File: config.mk
export PLATFORM = sky130hd
export DESIGN_NAME = sfs_sqrt_cell
export DESIGN_NICKNAME = d
export VERILOG_FILES = /design/src/rtl/sfs_pkg.sv /design/src/rtl/sfs_sqrt_cell.sv
export SDC_FILE = /design/constraint.sdc
export NUM_CORES = 1
export LEC_CHECK = 0
export BUFFER_PORTS_ARGS = -buffer_cell sky130_fd_sc_hd__buf_2
export CORE_AREA = 2 2 208 210
export CTS_BUF_LIST = sky130_fd_sc_hd__clkbuf_2 sky130_fd_sc_hd__clkbuf_4 sky130_fd_sc_hd__clkbuf_8
export DETAILED_ROUTE_END_ITERATION = 10
export DIE_AREA = 0 0 210 212
export GPL_ROUTABILITY_DRIVEN = 0
export GPL_TIMING_DRIVEN = 0
export REMOVE_ABC_BUFFERS = 1
export SKIP_CTS_REPAIR_TIMING = 1
export SLEW_MARGIN = 40
export SYNTH_ARGS = -nofsm -noshare
export SYNTH_HDL_FRONTEND = slang
export SYNTH_SLANG_ARGS = --single-unit
export TNS_END_PERCENT = 30
File: constraint.sdc
create_clock -name i_clk -period 7.93 [get_ports i_clk]
set_input_delay 1.1895 -clock i_clk [delete_from_list [all_inputs] [get_ports i_clk]]
set_output_delay 1.1895 -clock i_clk [all_outputs]
set_load 0.1 [all_outputs]
File: src/rtl/sfs_pkg.sv
// Shared types and constants for the seek/flee steering block.
package sfs_pkg;

    localparam int unsigned FracBitsDefault = 16;
    localparam int unsigned CoordW   = 32;
    localparam int unsigned DiffW    = 33;
    localparam int unsigned AccelW   = 31;
    localparam int unsigned SumW     = 2 * DiffW;
    localparam int unsigned ProdW    = DiffW + AccelW;
    localparam int unsigned RootW    = DiffW;
    localparam int unsigned SqRemW   = RootW + 2;
    localparam int unsigned QuotW    = AccelW;
    localparam int unsigned DivRemW  = RootW;

    localparam logic CmdSeek = 1'b0;
    localparam logic CmdFlee = 1'b1;

    typedef struct packed {
        logic                     cmd;
        logic signed [CoordW-1:0] target_x;
        logic signed [CoordW-1:0] target_y;
        logic signed [CoordW-1:0] pos_x;
        logic signed [CoordW-1:0] pos_y;
    } t_in_word;

    typedef struct packed {
        logic signed [CoordW-1:0] accel_x;
        logic signed [CoordW-1:0] accel_y;
    } t_out_word;

    // Word moving down the square root chain.
    typedef struct packed {
        logic [SumW-1:0]   s;
        logic [SqRemW-1:0] rem;
        logic [RootW-1:0]  root;
        logic [ProdW-1:0]  nx;
        logic [ProdW-1:0]  ny;
        logic              negx;
        logic              negy;
    } t_sq_lane;

    // Word moving down the divider chain; x and y share the divisor.
    typedef struct packed {
        logic [RootW-1:0]   m;
        logic [DivRemW-1:0] remx;
        logic [DivRemW-1:0] remy;
        logic [QuotW-1:0]   nx;
        logic [QuotW-1:0]   ny;
        logic [QuotW-1:0]   qx;
        logic [QuotW-1:0]   qy;
        logic               negx;
        logic               negy;
        logic               zero;
    } t_div_lane;

endpackage

File: src/rtl/sfs_sqrt_cell.sv
// One digit cell of the restoring square root chain.
module sfs_sqrt_cell (
    input  logic              i_clk,
    input  logic              i_rst_n,
    input  logic              i_en,
    input  logic              i_valid,
    input  sfs_pkg::t_sq_lane i_lane,
    output logic              o_valid,
    output sfs_pkg::t_sq_lane o_lane
);

    logic                          r_valid;
    sfs_pkg::t_sq_lane             r_lane;
    sfs_pkg::t_sq_lane             n_lane;
    logic [sfs_pkg::SqRemW+1:0]    rem4;
    logic [sfs_pkg::SqRemW+1:0]    trial;

    always_comb begin
        rem4   = {i_lane.rem, i_lane.s[sfs_pkg::SumW-1 -: 2]};
        trial  = {2'b00, i_lane.root, 2'b01};
        n_lane = i_lane;
        n_lane.s = {i_lane.s[sfs_pkg::SumW-3:0], 2'b00};
        if (rem4 >= trial) begin
            n_lane.rem  = sfs_pkg::SqRemW'(rem4 - trial);
            n_lane.root = {i_lane.root[sfs_pkg::RootW-2:0], 1'b1};
        end else begin
            n_lane.rem  = sfs_pkg::SqRemW'(rem4);
            n_lane.root = {i_lane.root[sfs_pkg::RootW-2:0], 1'b0};
        end
    end

    always_ff @(posedge i_clk) begin
        if (!i_rst_n) begin
            r_valid <= 1'b0;
        end else if (i_en) begin
            r_valid <= i_valid;
        end
        if (i_en) begin
            r_lane <= n_lane;
        end
    end

    assign o_valid = r_valid;
    assign o_lane  = r_lane;

endmodule

==> flow_summary.json, run 1 <==
{
  "setup_tns_ns": 0,
  "fmax_mhz": 256,
  "hp-start": "o_valid$_SDFFE_PN0P_",
  "rsz0062_at_grt": "false",
  "power.internal_mw": 2.78,
  "synth_most_common_cell": "edfxtp_1",
  "rows": 76,
  "critPathArrivalTime_ns": 4.27,
  "die-area_mm2": 0.0445,
  "clock_latency_ns": 0.60,
  "pwr-share-clk_pct": 32.4,
  "track_usage_pct": 15.8,
  "hold_viol": 0,
  "cts.sinks": 263,
  "synthFlopType": "edfxtp_1",
  "syn-cell-area_mm2": 0.0103,
  "path_max_fanout": 15,
  "p_leak_nw": 6.44,
  "synth_enable_flop_cells": 262,
  "synth_top_area_share_pct": 76.7,
  "power_density_mw_per_mm2": 311,
  "synthArstFlopShare_pct": 0,
  "r2r_start": "o_valid$_SDFFE_PN0P_",
  "ant_nets": 0,
  "wirelength_um": 37500,
  "remaining_drc_errors": 0,
  "grt_max_degree": 76,
  "power_frac_seq_pct": 37.2,
  "sw_frac_of_total_pct": 39.6,
  "drtPass1Iterations": 4,
  "fp.dieW_um": 210,
  "cts_buffer_depth": 3,
  "min_period_over_period_pct": 49.3,
  "switching_power_mw": 1.82,
  "startpoint": "i_lane[130]",
  "cts_root_buffer": "clkbuf_8",
  "synth_cells": 642,
  "cts_tree": "done",
  "synth.largest_area_cell": "edfxtp_1",
  "vias_per_cell": 4.28,
  "rr_endpoint": "o_valid$_SDFFE_PN0P_",
  "cp-end-kind": "flip-flop",
  "critPathRequiredTime_ns": 8.29,
  "drt_iter0_markers": 386,
  "fin_skew_ns": 0,
  "clk_pin_slew_ns": 0.06,
  "core_mm2": 0.0425,
  "yosysWarnings": 0,
  "ys_types": 48,
  "hp-class": "reg2reg",
  "start_util_pct": 24.1,
  "status": "finished clean",
  "grt-ovfl-total": 0,
  "path_class": "in2reg",
  "worst_slew_pin_slew_ns": 0.605,
  "synth.avg_cell_area_um2": 16.0,
  "portBuffers": 530,
  "ir_worst_vdd_mv": 0.115,
  "syn_to_final_growth_pct": 44.1,
  "drive_above_1_share_pct": 49.4,
  "synth_area_leaders": "edfxtp_1, ha_1, nand2_1",
  "hpwl_um": 29600,
  "fin_nets": 1520,
  "dr_total_vias": 7740,
  "grt_pass1_vias": 7761,
  "drt-wirelength-per-cell_um": 20.7,
  "power_mw": 4.60,
  "cap_violations": 0,
  "timing.critical_path.from_type": "input port",
  "reg2reg_depth": 2,
  "antenna_found_initial": 22,
  "slew_headroom_pct": 59.9,
  "htree_levels": 2,
  "synthTopCellsByCount": "edfxtp_1, nand2_1, inv_1",
  "io_pins": 533,
  "period_needed_ns": 3.91,
  "setup_violations": 0,
  "comb_power_share_pct": 30.3,
  "ys_seq_area_share_pct": 76.9,
  "cp-endpoint": "o_lane[180]$_DFFE_PP_",
  "final-max-slew-violation-count": 0,
  "cts_inserted_buffers": 49,
  "grt_pass1_wl_um": 50900,
  "ys_ff_latch": 263,
  "die_y_um": 212,
  "reg2reg_slack_ns": 7.32
}
power by group through the flow:
stage | combinational, mW | clock (mW) | sequential [mW]
2_1_floorplan | 0.170 | 0 | 2.66
3_3_place_gp | 1.38 | 0 | 1.75
3_5_place_dp | 1.40 | 0 | 1.74
4_1_cts | 1.40 | 1.54 | 1.71
5_1_grt | 1.44 | 1.59 | 1.72
6_report | 1.40 | 1.49 | 1.71
metal layers:
metal	vias up	GRT usage [%]	wire, um
li1	3583	-	-
met2	342	28.7	19400
met3	84	6.38	3250
met1	3709	16.2	13600
met4	22	6.68	1160
met5	-	0	145
stage by stage:
stage / util [%] / instance area [um2] / worst slack, ns / hold WS (ns) / instances
final: 34.8 / 14800 / 4.02 / 0.546 / 1808
after global routing: 34.7 / 14800 / 3.90 / 0.569 / 1803
after CTS: 34.7 / 14800 / 4.02 / 0.546 / 1798
after detailed placement: 32.1 / 13700 / 3.35 / 0.533 / 1711
after global placement: 31.8 / 13500 / 1.88 / 0.538 / 1705
after floorplan: - / 10200 / 3.39 / 0.981 / 629
registers in the layout, indices dropped and copies added, names as in the netlist:
signal,flops
o_lane,262
o_valid,1
kinds of logic (layout without fill, tap and decap cells):
group,Yosys count,after routing,synth area share [%]
AOI/OAI and AO/OA,136,136,8.29
xor gates and xnor gates,33,33,2.82
adders and majority gates,35,35,4.27
buffers and inverters,57,667,2.48
DFF,263,263,76.9
muxes,3,3,0.341
other,1,11,0.0366
and+or+nand+nor,114,114,4.88
cells in the final DEF (no fill, tap or decap), types with 3 or more instances in the layout:
cell / n
a21o_1: 19
inv_1: 43
or3_1: 3
diode_2: 9
a211oi_1: 3
clkinv_2: 7
buf_16: 4
buf_2: 530
nand2_1: 59
xnor2_1: 16
nand4_1: 5
o21bai_1: 6
a21oi_1: 37
o21ai_0: 13
nand3_1: 8
clkinv_1: 12
o31ai_1: 3
bufinv_16: 8
ha_1: 35
edfxtp_1: 262
clkbuf_8: 49
o211ai_1: 6
nor2_1: 21
o21ai_1: 29
xor2_1: 17
nor3_1: 5
buf_8: 3
and3_1: 4
clkbuf_4: 7
o21a_1: 4
worst min path at each step:
stage	to	slack [ns]	cells past startpoint
2_1_floorplan	o_valid$_SDFFE_PN0P_	0.98	2
3_3_place_gp	o_valid$_SDFFE_PN0P_	0.54	2
3_5_place_dp	o_valid$_SDFFE_PN0P_	0.53	2
4_1_cts	o_valid$_SDFFE_PN0P_	0.55	2
5_1_grt	o_valid$_SDFFE_PN0P_	0.57	2
6_report	o_valid$_SDFFE_PN0P_	0.55	2
worst max-delay path, cell delays in order:
cell	delay [ns]
buf_2	0.09
inv_1	0.04
ha_1	0.34
o21a_1	0.15
o211ai_1	0.37
a311o_1	0.24
o211ai_1	0.20
o211ai_1	0.38
a211oi_1	0.21
o211ai_4	0.49
buf_8	0.23
mux2_4	0.31
layout make-up:
cell class	instances	area (um2)
inverter	43	161
timing repair buffer	537	2810
fill	4207	27700
tap	546	683
clock buffer	56	727
antenna	9	22.5
multi-input combinational	323	2130
clock inverter	31	360
sequential	263	7890
No activity file was read; power rests on OpenSTA's default activity.
==> inputs of run 2 (changes only) <==
==> constraint.sdc (replaced) <==
create_clock -name i_clk -period 3.3 [get_ports i_clk]
set_input_delay 0.495 -clock i_clk [delete_from_list [all_inputs] [get_ports i_clk]]
set_output_delay 0.495 -clock i_clk [all_outputs]
set_load 0.1 [all_outputs]
==> flow_summary.json, run 2 (synthesis gave the netlist of run 1 again) <==
{
  "status": "finished clean",
  "die-area_mm2": 0.0445,
  "switching_power_mw": 4.38,
  "core_mm2": 0.0425,
  "power.internal_mw": 6.68,
  "min_period_over_period_pct": 89.2,
  "antenna_found_initial": 22,
  "cp_cell_sequence": "buf_2, inv_1, ha_1, nand4_1, a211oi_1, a2111oi_2, o211ai_1, buf_2, a21oi_1, o21ai_0, a31oi_1, xor2_1, o21ai_1",
  "period_needed_ns": 2.94,
  "p_leak_nw": 6.46,
  "cts_tree": "done",
  "holdWs_ns": 0.0496,
  "track_usage_pct": 15.8,
  "timing.critical_path.from_type": "input port",
  "wirelength_um": 37600,
  "cp_num_buf_inv": 3,
  "mostFrequentLayoutCell": "buf_2",
  "pre_cts_ws_ns": -0.582,
  "multiInputGateArea_mm2": 0.00213,
  "cts_root_buffer": "clkbuf_8",
  "drt_iter0_markers": 369,
  "cp-end-kind": "flip-flop",
  "largest_register_ffs": 262,
  "ant_nets": 0,
  "io_pins": 533,
  "power_density_mw_per_mm2": 747,
  "clk_pin_slew_ns": 0.06,
  "critical_path.top_delay_family": "compound AO/OA/AOI/OAI gates",
  "dpl.cell_count": 1711,
  "start_util_pct": 24.1,
  "path_max_fanout": 5,
  "fin_nets": 1523,
  "final-max-slew-violation-count": 0,
  "cts_buffer_depth": 3,
  "syn_to_final_growth_pct": 44.3,
  "remaining_drc_errors": 0,
  "utilization_pct": 34.8,
  "worst_slew_pin_slew_ns": 0.606,
  "cap_violations": 0,
  "clock_latency_ns": 0.60,
  "critical_path.max_stage_delay_ns": 0.49,
  "drt-wirelength-per-cell_um": 20.7,
  "slew_headroom_pct": 59.9,
  "grt-ovfl-total": 0,
  "comb_power_share_pct": 30.4,
  "critPathSlowestCell": "a2111oi_2",
  "fin_skew_ns": 0,
  "num-fill-cells": 4207,
  "htree_levels": 2,
  "grt_max_degree": 76,
  "finalNonFillerCells": 1811,
  "vias_per_cell": 4.30,
  "portBuffers": 530,
  "ff_latch_area_mm2": 0.00789,
  "rows": 76,
  "power_frac_seq_pct": 37.2,
  "path_class": "in2reg",
  "setup_violations": 0,
  "drive_above_1_share_pct": 49.5,
  "final_cell_mix": "buf_2, edfxtp_1, nand2_1",
  "fp.dieW_um": 210,
  "grt_pass1_wl_um": 50900,
  "pwr-share-clk_pct": 32.4,
  "die_y_um": 212,
  "setup_tns_ns": 0,
  "critPathRequiredTime_ns": 3.67,
  "cts.sinks": 263,
  "ir_worst_vdd_mv": 0.276,
  "rsz0062_at_grt": "false",
  "cpMostUsedCell": "buf_2",
  "critPathArrivalTime_ns": 3.31,
  "dr_total_vias": 7783,
  "hold_viol": 0,
  "fmax_mhz": 340,
  "sw_frac_of_total_pct": 39.6,
  "worst_slack_ns": 0.358,
  "drtPass1Iterations": 4,
  "hpwl_um": 29600,
  "hp-class": "in2reg",
  "grt_pass1_vias": 7761,
  "cts_inserted_buffers": 49
}
[run 2: cell types whose count changed in the layout (fill, tap and decap cells not counted), sizes merged]
cell,before,now
buf,537,540
[run 2: per-stage QoR]
step / area (um2) / total power, mW
after floorplan: 10200 / 6.80
after global placement: 13500 / 7.53
after detailed placement: 13700 / 7.54
after CTS: 14800 / 11.2
after global routing: 14800 / 11.4
final: 14800 / 11.1
[run 2: area by class of cell]
| cell class | count | share of cell area [%] |
|---|---|---|
| Inverter | 43 | 1.09 |
| Clock buffer | 56 | 4.91 |
| Timing Repair Buffer | 540 | 19.1 |
| Clock inverter | 31 | 2.43 |
| Tap cell | 546 | 4.62 |
| Multi-Input combinational cell | 323 | 14.4 |
| Sequential cell | 263 | 53.3 |
| Antenna cell | 9 | 0.152 |
[run 2: worst paths after layout]
check,start,end,slack (ns),depth (start not counted)
max,i_lane[135],o_lane[191]$_DFFE_PP_,0.36,13
min,i_lane[108],o_lane[108]$_DFFE_PP_,0.05,1
max reg2reg,o_valid$_SDFFE_PN0P_,o_valid$_SDFFE_PN0P_,2.68,2
min reg2reg,o_valid$_SDFFE_PN0P_,o_valid$_SDFFE_PN0P_,0.55,2
[run 2: routing by layer]
metal / up-vias / global-route usage, % / wire, um
li1: 3588 / - / -
met1: 3738 / 16.2 / 13600
met2: 350 / 28.7 / 19400
met3: 85 / 6.38 / 3300
met4: 22 / 6.68 / 1180
met5: - / 0 / 144
[run 2: power by group through the flow]
stage	sequential, mW	clock [mW]	combinational, mW
6_report	4.11	3.59	3.36
2_1_floorplan	6.39	0	0.409
5_1_grt	4.14	3.82	3.46
3_5_place_dp	4.18	0	3.37
4_1_cts	4.12	3.70	3.37
3_3_place_gp	4.20	0	3.33
